--- src/sv/secs_pkg.sv ---
package secs_pkg;

    // fixed block size of the cycle counter
    localparam int CYCLES_PER_BLOCK = 1000;
    localparam int SUB_W = $clog2(CYCLES_PER_BLOCK + 1);

    // configuration register indexes
    localparam logic [1:0] CFG_GOAL_POSITION = 2'd0;
    localparam logic [1:0] CFG_STEP_SIZE     = 2'd1;
    localparam logic [1:0] CFG_START_BLOCK   = 2'd2;

    // configuration reset values
    localparam logic signed [31:0] GOAL_RESET  = 32'sd6000000;
    localparam logic [23:0]        STEP_RESET  = 24'd25000;
    localparam logic [15:0]        START_RESET = 16'd10;

    // status masks and control words
    localparam logic [15:0] SW_RUNG1_MASK  = 16'h0031;
    localparam logic [15:0] SW_RUNG2_MASK  = 16'h0033;
    localparam logic [15:0] SW_RUNG3_MASK  = 16'h0433;
    localparam logic [15:0] SW_READY_MASK  = 16'h0250;
    localparam logic [15:0] SW_NOT_DONE    = 16'd1075 + 16'h1204;
    localparam logic [15:0] SW_CSP_READY   = 16'h0233;
    localparam logic [15:0] CW_FAULT_RESET = 16'h0080;
    localparam logic [15:0] CW_SHUTDOWN    = 16'h0006;
    localparam logic [15:0] CW_SWITCH_ON   = 16'h0007;
    localparam logic [15:0] CW_ENABLE      = 16'h000f;
    localparam logic [15:0] CW_START       = 16'h001f;
    localparam logic [15:0] CW_NONE        = 16'h0000;

    localparam logic [3:0]  LINK_OP     = 4'd8;
    localparam logic [7:0]  MODE_HOMING = 8'd6;
    localparam logic [7:0]  MODE_CSP    = 8'd8;

    typedef enum logic [1:0] {
        PH_SAFE   = 2'd0,
        PH_ENABLE = 2'd1,
        PH_RUN    = 2'd2
    } t_phase;

    typedef enum logic [1:0] {
        MS_WAIT = 2'd0,
        MS_MOVE = 2'd1,
        MS_DONE = 2'd2
    } t_motion;

    typedef struct packed {
        logic               master_operational;
        logic [3:0]         drive_link_state;
        logic [15:0]        status_word;
        logic [15:0]        error_code;
        logic signed [31:0] actual_position;
        logic [7:0]         mode_display;
    } t_in;

    typedef struct packed {
        logic [15:0]        control_word;
        logic [7:0]         operation_mode;
        logic signed [31:0] commanded_position;
        logic               position_updated;
        logic [1:0]         phase;
        logic               homed;
        logic               csp_ready;
        logic [1:0]         motion_status;
    } t_out;

endpackage

--- src/sv/servo_enable_home_csp_sequencer.sv ---
// a result beat appears in the cycle after its input beat is accepted
// throughput: one beat per cycle while not stalled; the whole step is one pass
//   of logic from the accepted beat and sequencer state into the result register
// reset (synchronous, active low): sequencer state, cycle counter and output valid
//   clear, configuration registers return to their defaults
module servo_enable_home_csp_sequencer (
    input  logic                i_clk,
    input  logic                i_rst_n,
    input  logic                i_in_valid,
    output logic                o_in_stall,
    input  secs_pkg::t_in       i_in,
    output logic                o_out_valid,
    input  logic                i_out_stall,
    output secs_pkg::t_out      o_out,
    input  logic                i_cfg_we,
    input  logic [1:0]          i_cfg_idx,
    input  logic [31:0]         i_cfg_data
);

    // ladder of control words from the status word
    function automatic logic [15:0] ladder(input logic [15:0] s);
        logic [15:0] l;
        if ((s & secs_pkg::SW_RUNG1_MASK) != secs_pkg::SW_RUNG1_MASK) begin
            l = secs_pkg::CW_NONE;
        end else if ((s & secs_pkg::SW_RUNG2_MASK) != secs_pkg::SW_RUNG2_MASK) begin
            l = secs_pkg::CW_SWITCH_ON;
        end else if ((s & secs_pkg::SW_RUNG3_MASK) != secs_pkg::SW_RUNG3_MASK) begin
            l = secs_pkg::CW_ENABLE;
        end else begin
            l = secs_pkg::CW_START;
        end
        return l;
    endfunction

    // configuration
    logic signed [31:0] r_goal;
    logic [23:0]        r_step;
    logic [15:0]        r_start;

    // sequencer state
    secs_pkg::t_phase          r_phase, n_phase;
    logic [31:0]               r_cyc, n_cyc;
    logic [secs_pkg::SUB_W-1:0] r_sub, n_sub;
    logic [31:0]               r_blk, n_blk;
    logic                      r_mode_sent, n_mode_sent;
    logic                      r_homed, n_homed;
    logic                      r_switched, n_switched;
    logic                      r_csp, n_csp;
    logic                      r_men, n_men;
    secs_pkg::t_motion         r_ms, n_ms;
    logic [15:0]               r_cw, n_cw;
    logic [7:0]                r_mode, n_mode;
    logic signed [31:0]        r_pos, n_pos;
    logic                      n_updated;

    // output register
    secs_pkg::t_out r_out, n_out;
    logic           r_out_valid;
    logic           w_accept;

    assign o_in_stall  = r_out_valid && i_out_stall;
    assign w_accept    = i_in_valid && !o_in_stall;
    assign o_out_valid = r_out_valid;
    assign o_out       = r_out;

    // status decode
    logic [15:0] w_ladder;
    logic        w_fault;
    assign w_ladder = ladder(i_in.status_word);
    assign w_fault  = (i_in.error_code != 16'd0) || i_in.status_word[3];

    // move step arithmetic at full width, no wrap
    logic signed [33:0] w_g, w_c, w_ag, w_ac, w_d, w_ad, w_sp, w_up, w_dn;
    logic               w_far, w_at_goal, w_below, w_pass_up, w_pass_dn;
    assign w_g       = {{2{r_goal[31]}}, r_goal};
    assign w_c       = {{2{i_in.actual_position[31]}}, i_in.actual_position};
    assign w_sp      = {10'd0, r_step};
    assign w_ag      = w_g[33] ? -w_g : w_g;
    assign w_ac      = w_c[33] ? -w_c : w_c;
    assign w_d       = w_ag - w_ac;
    assign w_ad      = w_d[33] ? -w_d : w_d;
    assign w_far     = w_ad > w_sp;
    assign w_at_goal = w_c == w_g;
    assign w_below   = w_c < w_g;
    assign w_up      = w_c + w_sp;
    assign w_dn      = w_c - w_sp;
    assign w_pass_up = w_up > w_g;
    assign w_pass_dn = w_dn < w_g;

    // block index after this cycle's count
    logic w_in_block;

    always_comb begin
        if (r_cyc == 32'hffff_ffff) begin
            n_cyc = 32'd0;
            n_sub = '0;
            n_blk = 32'd0;
        end else if (r_sub == secs_pkg::SUB_W'(secs_pkg::CYCLES_PER_BLOCK - 1)) begin
            n_cyc = r_cyc + 32'd1;
            n_sub = '0;
            n_blk = r_blk + 32'd1;
        end else begin
            n_cyc = r_cyc + 32'd1;
            n_sub = r_sub + secs_pkg::SUB_W'(1);
            n_blk = r_blk;
        end
        w_in_block = n_blk == {16'd0, r_start};
    end

    // one sequencer step
    always_comb begin
        n_phase     = r_phase;
        n_mode_sent = r_mode_sent;
        n_homed     = r_homed;
        n_switched  = r_switched;
        n_csp       = r_csp;
        n_men       = r_men;
        n_ms        = r_ms;
        n_cw        = r_cw;
        n_mode      = r_mode;
        n_pos       = r_pos;
        n_updated   = 1'b0;
        case (r_phase)
            secs_pkg::PH_SAFE: begin
                if (i_in.master_operational && i_in.drive_link_state == secs_pkg::LINK_OP) begin
                    n_phase = secs_pkg::PH_ENABLE;
                end
            end
            secs_pkg::PH_ENABLE: begin
                if (!r_mode_sent) begin
                    n_mode      = secs_pkg::MODE_HOMING;
                    n_mode_sent = 1'b1;
                end
                n_cw = secs_pkg::CW_FAULT_RESET;
                if ((i_in.status_word & secs_pkg::SW_READY_MASK) == secs_pkg::SW_READY_MASK) begin
                    n_cw = secs_pkg::CW_SHUTDOWN;
                end
                if (w_fault) begin
                    n_cw = n_cw | secs_pkg::CW_FAULT_RESET;
                end
                if (w_ladder != secs_pkg::CW_NONE) begin
                    n_cw = w_ladder;
                end
                if (w_ladder == secs_pkg::CW_START && i_in.status_word != secs_pkg::SW_NOT_DONE
                        && i_in.status_word[2]) begin
                    n_phase = secs_pkg::PH_RUN;
                end
            end
            default: begin
                // fault capture
                if (w_fault) begin
                    n_cw = r_cw | secs_pkg::CW_FAULT_RESET;
                    if (w_ladder != secs_pkg::CW_NONE) begin
                        n_cw = w_ladder;
                    end
                end
                if (i_in.status_word[12]) begin
                    n_homed = 1'b1;
                end
                // switch to cyclic position mode
                if (n_homed && !r_csp) begin
                    if (r_switched) begin
                        n_csp = 1'b1;
                    end else begin
                        n_cw = secs_pkg::CW_SWITCH_ON;
                        if (i_in.status_word == secs_pkg::SW_CSP_READY) begin
                            n_mode = secs_pkg::MODE_CSP;
                            if (i_in.mode_display == secs_pkg::MODE_CSP) begin
                                n_switched = 1'b1;
                                n_cw       = secs_pkg::CW_ENABLE;
                                n_ms       = secs_pkg::MS_WAIT;
                            end
                        end
                    end
                end
                // motion step toward the goal
                if (n_csp) begin
                    if (w_in_block) begin
                        n_men = 1'b1;
                    end
                    if (n_men) begin
                        if (w_far) begin
                            n_ms = secs_pkg::MS_MOVE;
                        end
                        if (!w_at_goal) begin
                            n_updated = 1'b1;
                            if (w_below) begin
                                n_pos = w_up[31:0];
                                if (w_pass_up) begin
                                    n_ms  = secs_pkg::MS_DONE;
                                    n_men = 1'b0;
                                    n_pos = r_goal;
                                    n_cw  = secs_pkg::CW_SWITCH_ON;
                                end
                            end else begin
                                n_pos = w_dn[31:0];
                                if (w_pass_dn) begin
                                    n_ms  = secs_pkg::MS_DONE;
                                    n_men = 1'b0;
                                    n_pos = r_goal;
                                    n_cw  = secs_pkg::CW_SWITCH_ON;
                                end
                            end
                        end
                    end
                end
            end
        endcase
    end

    // result beat
    always_comb begin
        n_out.control_word       = n_cw;
        n_out.operation_mode     = n_mode;
        n_out.commanded_position = n_pos;
        n_out.position_updated   = n_updated;
        n_out.phase              = n_phase;
        n_out.homed              = n_homed;
        n_out.csp_ready          = n_csp;
        n_out.motion_status      = n_ms;
    end

    // configuration registers
    always_ff @(posedge i_clk) begin
        if (!i_rst_n) begin
            r_goal  <= secs_pkg::GOAL_RESET;
            r_step  <= secs_pkg::STEP_RESET;
            r_start <= secs_pkg::START_RESET;
        end else if (i_cfg_we) begin
            case (i_cfg_idx)
                secs_pkg::CFG_GOAL_POSITION: r_goal  <= i_cfg_data;
                secs_pkg::CFG_STEP_SIZE:     r_step  <= i_cfg_data[23:0];
                secs_pkg::CFG_START_BLOCK:   r_start <= i_cfg_data[15:0];
                default: ;
            endcase
        end
    end

    // sequencer state registers
    always_ff @(posedge i_clk) begin
        if (!i_rst_n) begin
            r_phase     <= secs_pkg::PH_SAFE;
            r_cyc       <= 32'd0;
            r_sub       <= '0;
            r_blk       <= 32'd0;
            r_mode_sent <= 1'b0;
            r_homed     <= 1'b0;
            r_switched  <= 1'b0;
            r_csp       <= 1'b0;
            r_men       <= 1'b0;
            r_ms        <= secs_pkg::MS_WAIT;
            r_cw        <= 16'd0;
            r_mode      <= 8'd0;
            r_pos       <= 32'sd0;
        end else if (w_accept) begin
            r_phase     <= n_phase;
            r_cyc       <= n_cyc;
            r_sub       <= n_sub;
            r_blk       <= n_blk;
            r_mode_sent <= n_mode_sent;
            r_homed     <= n_homed;
            r_switched  <= n_switched;
            r_csp       <= n_csp;
            r_men       <= n_men;
            r_ms        <= n_ms;
            r_cw        <= n_cw;
            r_mode      <= n_mode;
            r_pos       <= n_pos;
        end
    end

    // output register and its valid
    always_ff @(posedge i_clk) begin
        if (!i_rst_n) begin
            r_out_valid <= 1'b0;
        end else if (w_accept) begin
            r_out_valid <= 1'b1;
        end else if (!i_out_stall) begin
            r_out_valid <= 1'b0;
        end
    end

    always_ff @(posedge i_clk) begin
        if (w_accept) begin
            r_out <= n_out;
        end
    end

endmodule

--- config.mk ---
export PLATFORM = sky130hd
export DESIGN_NAME = servo_enable_home_csp_sequencer
export DESIGN_NICKNAME = d
export VERILOG_FILES = /design/src/sv/secs_pkg.sv /design/src/sv/servo_enable_home_csp_sequencer.sv
export SDC_FILE = /design/constraint.sdc
export NUM_CORES = 1
export LEC_CHECK = 0
export ABC_CLOCK_PERIOD_IN_PS = 7670
export BUFFER_PORTS_ARGS = -buffer_cell sky130_fd_sc_hd__buf_4
export CAP_MARGIN = 20
export CORE_UTILIZATION = 55
export CTS_CLUSTER_SIZE = 20
export DETAILED_ROUTE_END_ITERATION = 6
export PLACE_DENSITY = 0.77
export REMOVE_ABC_BUFFERS = 1
export SLEW_MARGIN = 10
export SYNTH_ARGS = -nofsm -noshare
export SYNTH_HDL_FRONTEND = slang
export SYNTH_SLANG_ARGS = --single-unit
--- constraint.sdc ---
create_clock -name i_clk -period 7.67 [get_ports i_clk]
set_clock_uncertainty 0.05 [all_clocks]
set_input_delay 0.3835 -clock i_clk [delete_from_list [all_inputs] [get_ports i_clk]]
set_output_delay 0.3835 -clock i_clk [all_outputs]
set_load 0.03 [all_outputs]
# Yosys cells after proc, flatten, opt, wreduce, memory -nomap -nowiden

Cells that the tools add are included.

Bits in registers: 275
Input port bits: 116
Output and inout bits: 65
Word-level logic and storage cells: 154

Add/subtract/negate cells: 9
Magnitude comparators: 4
Eq/ne operators: 17
Muxes and demuxes: 75
Bitwise gates (word level): 3
Reductions and logical operators: 21

Operator list:

| cell                                             | number |
|---|---|
| two-way mux 32 bit                               | 10 |
| two-way mux 16 bit                               | 13 |
| two-way mux 34 bit                               | 3 |
| negator 32 -> 34 bit                             | 2 |
| adder 32 x 1 -> 32 bit (second input constant)   | 2 |
| two-way mux 8 bit                                | 6 |
| greater-than comparator 34 x 25 -> 1 bit         | 1 |
| negator 34 bit                                   | 1 |
| subtractor 34 bit                                | 1 |
| adder 32 x 25 -> 33 bit                          | 1 |
| greater-than comparator 33 x 32 -> 1 bit         | 1 |
| < comparator 33 x 32 -> 1 bit                    | 1 |
| subtractor 32 x 25 -> 33 bit                     | 1 |
| == test 32 x 16 -> 1 bit                         | 1 |
| == test 32 bit                                   | 1 |
| == test 32 bit (second input constant)           | 1 |
| < comparator 32 bit                              | 1 |
| case mux 16 bit (2 select lines)                 | 1 |
| nonzero test 16 bit                              | 2 |
| two-way mux 2 bit                                | 14 |
| two-way mux 1 bit                                | 21 |
| two-way mux 10 bit                               | 2 |
| == test 16 x 10 -> 1 bit (second input constant) | 1 |
| == test 16 x 5 -> 1 bit (second input constant)  | 1 |
| 25 further kinds                                 | 40 |

# Depth between registers and ports, before layout

Gate-level depths: netlist of run 1.

Depth in word-level cells: 15
Mapped depth: 35
Mapped depth without buffers: 32

# Worst setup path before layout of run 1

No wires, ideal clock.

Path kind: reg2reg
From: register r_goal[2]
To: register r_out (netlist bit o_out[0]), data pin
Arrival: 7.065 ns
Required time: 7.354 ns
Slack: 0.289 ns
Stages on the path, launching flop included: 36
Clock period less this slack: 7.381 ns
Cells stage by stage: dfxtp_1 inv_1 nand3_1 nor3_1 nand2_1 or3_1 or4_1 or3_1 or2_2 o21ai_0 xnor2_1 ha_1 clkbuf_1 nand2_1 o21ai_0 a21o_1 and3_1 nand2_1 o211ai_1 clkbuf_1 buf_1 nor2_1 xnor2_1 ha_1 a21o_1 a21oi_1 o221ai_1 a21oi_1 o21ai_0 a21o_1 nand2_1 a21oi_1 or4_1 nand4b_1 o21ai_1 o21ai_0

Cells in the longest elaborated chain, start to end: 13
Elaborated cells between the ends (all ways): 18
Classes of those cells: 3 x add/sub; 4 x order compare; 1 x eq/ne; 10 x mux

Ends and longest elaborated chain:

| element                                  | RTL line                                                                       | source |
|---|---|---|
| start, declared                          | servo_enable_home_csp_sequencer.sv:36                                          | `logic signed [31:0] r_goal;` |
| start signal, assigned                   | servo_enable_home_csp_sequencer.sv:226                                         | `r_goal <= secs_pkg::GOAL_RESET;` |
| start signal, assigned                   | servo_enable_home_csp_sequencer.sv:231                                         | `secs_pkg::CFG_GOAL_POSITION: r_goal <= i_cfg_data;` |
| negator 32 -> 34 bit                     | servo_enable_home_csp_sequencer.sv:78                                          | `assign w_ag = w_g[33] ? -w_g : w_g;` |
| two-way mux 34 bit                       | servo_enable_home_csp_sequencer.sv:78                                          |  |
| subtractor 34 bit                        | servo_enable_home_csp_sequencer.sv:80                                          | `assign w_d = w_ag - w_ac;` |
| negator 34 bit                           | servo_enable_home_csp_sequencer.sv:81                                          | `assign w_ad = w_d[33] ? -w_d : w_d;` |
| two-way mux 34 bit                       | servo_enable_home_csp_sequencer.sv:81                                          |  |
| greater-than comparator 34 x 25 -> 1 bit | servo_enable_home_csp_sequencer.sv:82                                          | `assign w_far = w_ad > w_sp;` |
| two-way mux 2 bit                        | servo_enable_home_csp_sequencer.sv:182                                         | `if (w_far) begin` |
| two-way mux 2 bit (on tied branches)     | servo_enable_home_csp_sequencer.sv:197, servo_enable_home_csp_sequencer.sv:189 |  |
| two-way mux 2 bit                        | servo_enable_home_csp_sequencer.sv:187                                         | `if (w_below) begin` |
| two-way mux 2 bit (*)                    | servo_enable_home_csp_sequencer.sv:185                                         | `if (!w_at_goal) begin` |
| two-way mux 2 bit (*)                    | servo_enable_home_csp_sequencer.sv:181                                         | `if (n_men) begin` |
| two-way mux 2 bit (*)                    | servo_enable_home_csp_sequencer.sv:177                                         | `if (n_csp) begin` |
| two-way mux 2 bit (*)                    | servo_enable_home_csp_sequencer.sv:123                                         | `case (r_phase)` |
| named net n_ms[0]                        | servo_enable_home_csp_sequencer.sv:50                                          | `secs_pkg::t_motion r_ms, n_ms;` |
| end signal, assigned                     | servo_enable_home_csp_sequencer.sv:285                                         | `r_out <= n_out;` |
| end, declared                            | servo_enable_home_csp_sequencer.sv:57                                          | `secs_pkg::t_out r_out, n_out;` |

Mark *: on every way through the listed nets, which the timed path passes. The rest lies on a longest branch.
A chain may end at the register's enable or synchronous reset.

# Worst setup path after layout of run 1

From: register r_goal[4]
To: register r_out (netlist bit o_out[0]), data pin

The elaborated chain is that of the path after synthesis.

==> flow_summary.ini, run 1 <==
[die]
rows = 73
die_w_microns = 204
start_util = 0.560
core_sq_mm = 0.0400
dieArea_sq_mm = 0.0416
die-height_microns = 204
io_pins = 181

[yosys]
synth_cell_types = 101
synth_edf_count = 63
synthFlopType = dfxtp_1
ys_seq_elements = 275
syn_inst = 2827
yosysSeqAreaShare = 0.274
netlist_area_sq_mm = 0.0224
yosysWarningCount = 0
async_flop_share = 0
syn_avg_cell_area_sq_um = 7.93

[critical_path]
critPathRequiredTime_ns = 7.91
critPathMaxStageDelay_ns = 0.53
worstReg2RegEnd = o_out[0]
crit_arrival_ns = 7.50
critPathKind = reg -> reg
path_max_fanout = 10
reg2reg_depth = 31
cp-end-kind = flop
start_kind = flop
critPathMostFrequentCell = a21o_1
reg2reg_from = r_goal[4]
slowest_stage = or4_1
rrSetupSlack_ns = 0.41

[final_layout]
layout-drive-gt1-share = 0.132
multiInputGateArea_sq_mm = 0.0154
synthToLayoutAreaGrowth_pct = 13.8
n_fill_cell = 3441
diodes = 0
final_area_sq_mm = 0.0255
ff_latch_area_sq_mm = 0.00614
fin_nets = 3281

[clock_network]
tritoncts = done
cts_root_buffer = clkbuf_16
path_clk_slew_ns = 0.07
cts_max_level = 2
insertion_delay_ns = 0.56
clk_path_buf_depth = 3
cts_buffers = 34
cts_sinks = 275

[sta]
worst_pin_slew_ns = 1.14
maxSlewHeadroom = 0.240
whs_ns = 0.0265
period_share = 0.947
fin_crit_ns = 7.26
setup_viol = 0
slew_viol_final = 0
final_hold_viol_count = 0
fmax_mhz = 138

[hold_path]
hold_class = in -> reg
holdPathEnd = r_start[1]
min-delay-start = i_cfg_data[1]
min_path_cells = 3

[pwr]
power_mw = 4.74
combPwrFrac = 0.313
p_seq_frac = 0.326
leakagePower_nw = 10.3
vdd_drop_max_mv = 0.167
p_per_area_mw_per_mm2 = 186
clkPwrFrac = 0.361
switching_share = 0.341
netSwitchingPower_mw = 1.62
p_int_mw = 3.12

[global_routing]
grt_usage = 0.348
overflow = 0
grt_pass1_vias = 21100
antenna_found_initial = 0
grt_max_degree = 97
grt_pass1_wl_microns = 114000

[run_status]
status = complete, no violations

[run]
drv_cap = 0

[placed_design]
gp_congestion = 1.00
portBuffers = 180
dpl.hpwl_microns = 57400
dpl-instance-area_sq_mm = 0.0242

[drt]
ant_nets = 0
viasPerCell = 6.32
drc = 0
wirelength_microns = 73800
drt_iter0_markers = 1966
vias = 22100
avgRoutedWirePerCell_microns = 21.1
first_pass_iters = 6
## logic make-up (layout without fill, tap and decap cells)
family / after synthesis / count (layout) / synth area share
simple gates: 1090 / 1090 / 0.243
compound gates: 739 / 739 / 0.215
flops: 275 / 275 / 0.274
buf+inv: 254 / 406 / 0.0445
xor+xnor: 216 / 216 / 0.0850
fa+ha+maj: 211 / 211 / 0.119
mux: 40 / 40 / 0.0195
other cells: 2 / 2 / 0.000335
## worst max-delay path by stage
stage	start	to	slack (ns)	cells past startpoint
after CTS	r_goal[4]	o_out[0]	0.03	32
after global placement	i_in[15]	o_out[0]	0.30	30
after global routing	r_goal[4]	o_out[0]	-0.02	33
after detailed placement	r_goal[4]	o_out[0]	0.16	33
final	r_goal[4]	o_out[0]	0.41	31
after floorplan	r_goal[2]	o_out[0]	0.33	32
## Yosys cell counts, types with 13 or more instances
master    number  area (sq um)
xnor2_1      124          1090
or4_1         20           150
nor2_1       229           860
edfxtp_1      63          1890
nand2_1      325          1220
ha_1         208          2600
a21oi_1      220          1100
and3_1        46           288
o221a_2       15           169
mux2_2        28           315
dfxtp_1      212          4240
o22ai_1       18           113
and4_1        13           114
a211oi_1      16           120
o41ai_1       14           123
nand2b_1      22           138
and2_1        34           213
o21a_1        16           120
or3_1         38           238
nor4_1        34           213
nor2b_1       33           206
o21ai_0      149           746
xor2_1        91           797
o211ai_1      37           278
nand3_1      115           576
or2_2         15          93.8
a31oi_1       28           175
nor3_1        53           265
nand3b_1      13          97.6
clkbuf_1     110           413
o21bai_1      21           158
inv_1        118           443
nand4_1       60           375
a21o_1        50           375
o31ai_1       38           285
## critical path, delay by kind of cell (launching register included)
family          cells  cell delay [ns]
buf+inv             1             0.08
flops               1             0.34
fa+ha+maj           2             0.53
xor+xnor            2             0.27
simple gates       11             3.13
compound gates     15             2.61
## state kept, by name, indices dropped and copies added (netlist names), 2 cells and up
signal,cells
o_out,63
r_blk,32
r_cyc,32
r_goal,32
r_pos,32
r_step,24
r_cw,16
r_start,16
r_sub,10
r_mode,8
r_ms,2
r_phase,2
## cells in the final DEF (no fill, tap or decap), types with 60 or more instances in the layout
| cell | n |
|---|---|
| o21ai_0 | 147 |
| nand3_1 | 113 |
| buf_4 | 224 |
| nand2_1 | 324 |
| edfxtp_1 | 63 |
| nor2_1 | 228 |
| xor2_1 | 91 |
| a21oi_1 | 219 |
| ha_1 | 207 |
| xnor2_1 | 124 |
| inv_1 | 117 |
| dfxtp_1 | 212 |
| nand4_1 | 60 |
## power by group through the flow
stage / Clock [mW] / Sequential [mW] / Combinational [mW]
2_1_floorplan: 0 / 1.61 / 0.953
3_3_place_gp: 0 / 1.57 / 1.42
3_5_place_dp: 0 / 1.58 / 1.44
4_1_cts: 1.73 / 1.55 / 1.45
5_1_grt: 1.78 / 1.55 / 1.63
6_report: 1.71 / 1.55 / 1.48
## metrics by stage
stage | TNS, ns | cells | util | worst slack (ns)
4_1_cts | 0 | 3503 | 0.636 | 0.0299
3_5_place_dp | 0 | 3441 | 0.606 | 0.159
3_3_place_gp | 0 | 3441 | 0.606 | 0.299
5_1_grt | -0.0320 | 3504 | 0.638 | -0.0228
2_1_floorplan | 0 | 2692 | - | 0.329
6_report | 0 | 3504 | 0.638 | 0.408
## layout make-up
cell class,count,share of cell area
clock inverter,19,0.0104
multi-input combinational,2298,0.603
sequential,275,0.240
timing repair buffer,226,0.0671
clock buffer,42,0.0358
tap,525,0.0257
inverter,119,0.0177
## routing by layer
layer	GRT usage	share of wire	wire, microns
met5	0	0	0
met4	0.157	0.043	3170
met3	0.0488	0.073	5360
met2	0.551	0.44	32700
met1	0.470	0.44	32600
## timing repair
item                                    CTS  global route
gates resized for setup                   0            17
buffers inserted                          0             1
hold buffers                              1             0
endpoints found under the hold margin     1             0
endpoints found under the setup margin    0             4
Note: power is estimated with default switching activity, not from simulation.
==> run 2, diff against run 1 <==
Settings changed: ABC_CLOCK_PERIOD_IN_PS 7670 to not set, PLACE_DENSITY 0.77 to 0.74.
Clock period 7.67 ns to 7.6 ns, I/O delays scaled along.
==> run 2 against run 1 <==
  * Flip-flop and latch count unchanged
  * Sequential share of layout area is 0.060 points higher
  * First-iteration DRC count shrank 16%
  * Critical endpoint unchanged
  * Largest power group is now registers
==> flow_summary.ini, run 2 (synthesis gave the netlist of run 1 again) <==
[die]
start_util = 0.560
die_w_microns = 204
core_sq_mm = 0.0400
io_pins = 181
rows = 73
die-height_microns = 204
dieArea_sq_mm = 0.0416

[sta]
final_hold_viol_count = 0
slew_viol_final = 0
fmax_mhz = 138
fin_crit_ns = 7.23
setup_viol = 0
maxSlewHeadroom = 0.311
worst_pin_slew_ns = 1.03
period_share = 0.952

[final_layout]
n_fill_cell = 3526
fin_nets = 3282
diodes = 0
layout_commonest_cell = nand2_1
layout-drive-gt1-share = 0.134
largest_register_ffs = 63
fin_cells = 3503
final_cell_mix = nand2_1, nor2_1, buf_4
synthToLayoutAreaGrowth_pct = 13.5

[clock_network]
insertion_delay_ns = 0.55
cts_buffers = 34
cts_max_level = 2
cts_sinks = 275
path_clk_slew_ns = 0.06
cts_root_buffer = clkbuf_16
clk_path_buf_depth = 3
tritoncts = done

[drt]
drc = 0
vias = 21800
wirelength_microns = 70200
avgRoutedWirePerCell_microns = 20.1
ant_nets = 0
first_pass_iters = 6
viasPerCell = 6.22
drt_iter0_markers = 1651

[global_routing]
grt_pass1_wl_microns = 110000
antenna_found_initial = 0
overflow = 0
grt_usage = 0.331
grt_pass1_vias = 20600
grt_max_degree = 87

[critical_path]
critPathKind = reg -> reg
crit_end = o_out[0]
critPathMostFrequentCell = o21ai_0
crit_start = r_goal[4]
reg2reg_depth = 29
start_kind = flop
crit_arrival_ns = 7.47
cp-end-kind = flop
rrSetupSlack_ns = 0.37
worst-path-buf-inv = 2
slowest_stage = or4_1
critical_path.top_delay_family = simple AND/OR/NAND/NOR gates
cp.depth = 29
reg2reg_from = r_goal[4]
critPathMaxStageDelay_ns = 0.53
worstReg2RegEnd = o_out[0]
path_max_fanout = 6
critPathRequiredTime_ns = 7.84

[run]
drv_cap = 0

[pwr]
leakagePower_nw = 10.3
p_per_area_mw_per_mm2 = 181
vdd_drop_max_mv = 0.193
power_mw = 4.61

[placed_design]
dpl.hpwl_microns = 54800
dp_cells = 3441
gp_congestion = 0.953
portBuffers = 180

[hold_path]
hold_class = in -> reg

[run_status]
status = complete, no violations
## run 2: cell types whose count changed in the layout (fill, tap and decap cells not counted), sizes merged
| cell | before | now |
|---|---|---|
| clkinv | 12 | 11 |
| clkinvlp | 0 | 1 |
| clkbuf | 42 | 47 |
| buf | 225 | 226 |
| bufinv | 5 | 0 |
| inv | 121 | 119 |
## run 2: worst min-delay path by stage
stage	from	slack, ns	cells after the start	end
floorplan	r_mode[0]	0.37	1	r_mode[0]
detailed placement	r_mode[6]	0.39	1	r_mode[6]
global placement	r_pos[19]	0.38	2	r_pos[19]
global route	i_cfg_data[31]	0.02	3	r_goal[31]
finish	i_cfg_data[1]	0.02	3	r_start[1]
CTS	i_cfg_data[1]	0.0001	3	r_start[1]
## run 2: metal layers
metal / vias up / part of all wire / wire [microns] / global-route usage
met3: 132 / 0.065 / 4570 / 0.0464
li1: 10600 / - / - / -
met5: - / 0 / 0 / 0
met4: 0 / 0.035 / 2490 / 0.127
met1: 10300 / 0.44 / 31000 / 0.445
met2: 749 / 0.46 / 32100 / 0.534
## run 2: timing repair
| item | 4_1_cts | 5_1_grt |
|---|---|---|
| endpoints found under the setup margin | 0 | 14 |
| resized for setup | 0 | 25 |
| endpoints found under the hold margin | 1 | 0 |
| hold buffers | 1 | 0 |
| buffers inserted | 0 | 1 |
## run 2: metrics by stage
step / instance area [sq um] / TNS [ns] / hold slack (ns) / setup WS [ns] / utilization
3_5_place_dp: 24300 / 0 / 0.387 / 0.0718 / 0.606
6_report: 25400 / 0 / 0.0164 / 0.368 / 0.636
4_1_cts: 25300 / 0 / 0.000147 / 0.168 / 0.633
5_1_grt: 25400 / -0.0901 / 0.0183 / -0.0470 / 0.636
3_3_place_gp: 24300 / 0 / 0.382 / 0.286 / 0.606
2_1_floorplan: 21900 / 0 / 0.371 / 0.259 / -
## run 2: power by group
group	total (mW)	switching [mW]	internal, mW	leakage [nW]
Combinational	1.50	0.910	0.592	7.42
Sequential	1.56	0.0270	1.53	2.34
Clock	1.55	0.643	0.903	0.519
Total	4.61	1.58	3.03	10.3
## run 2: area by class of cell
| class | count | area, sq um | share of cell area |
|---|---|---|---|
| inverters | 119 | 450 | 0.0177 |
| repair buffers | 227 | 1740 | 0.0683 |
| well taps | 525 | 657 | 0.0258 |
| flip-flops and latches | 275 | 6140 | 0.241 |
| clock inverters | 12 | 73.8 | 0.00290 |
| multi-input cells | 2298 | 15400 | 0.606 |
| clock buffers | 47 | 981 | 0.0385 |
## run 2: tightest hold or removal path: stages
cell and delay, ns:
buf_4 0.09, nand2_1 0.04, nand3_1 0.07
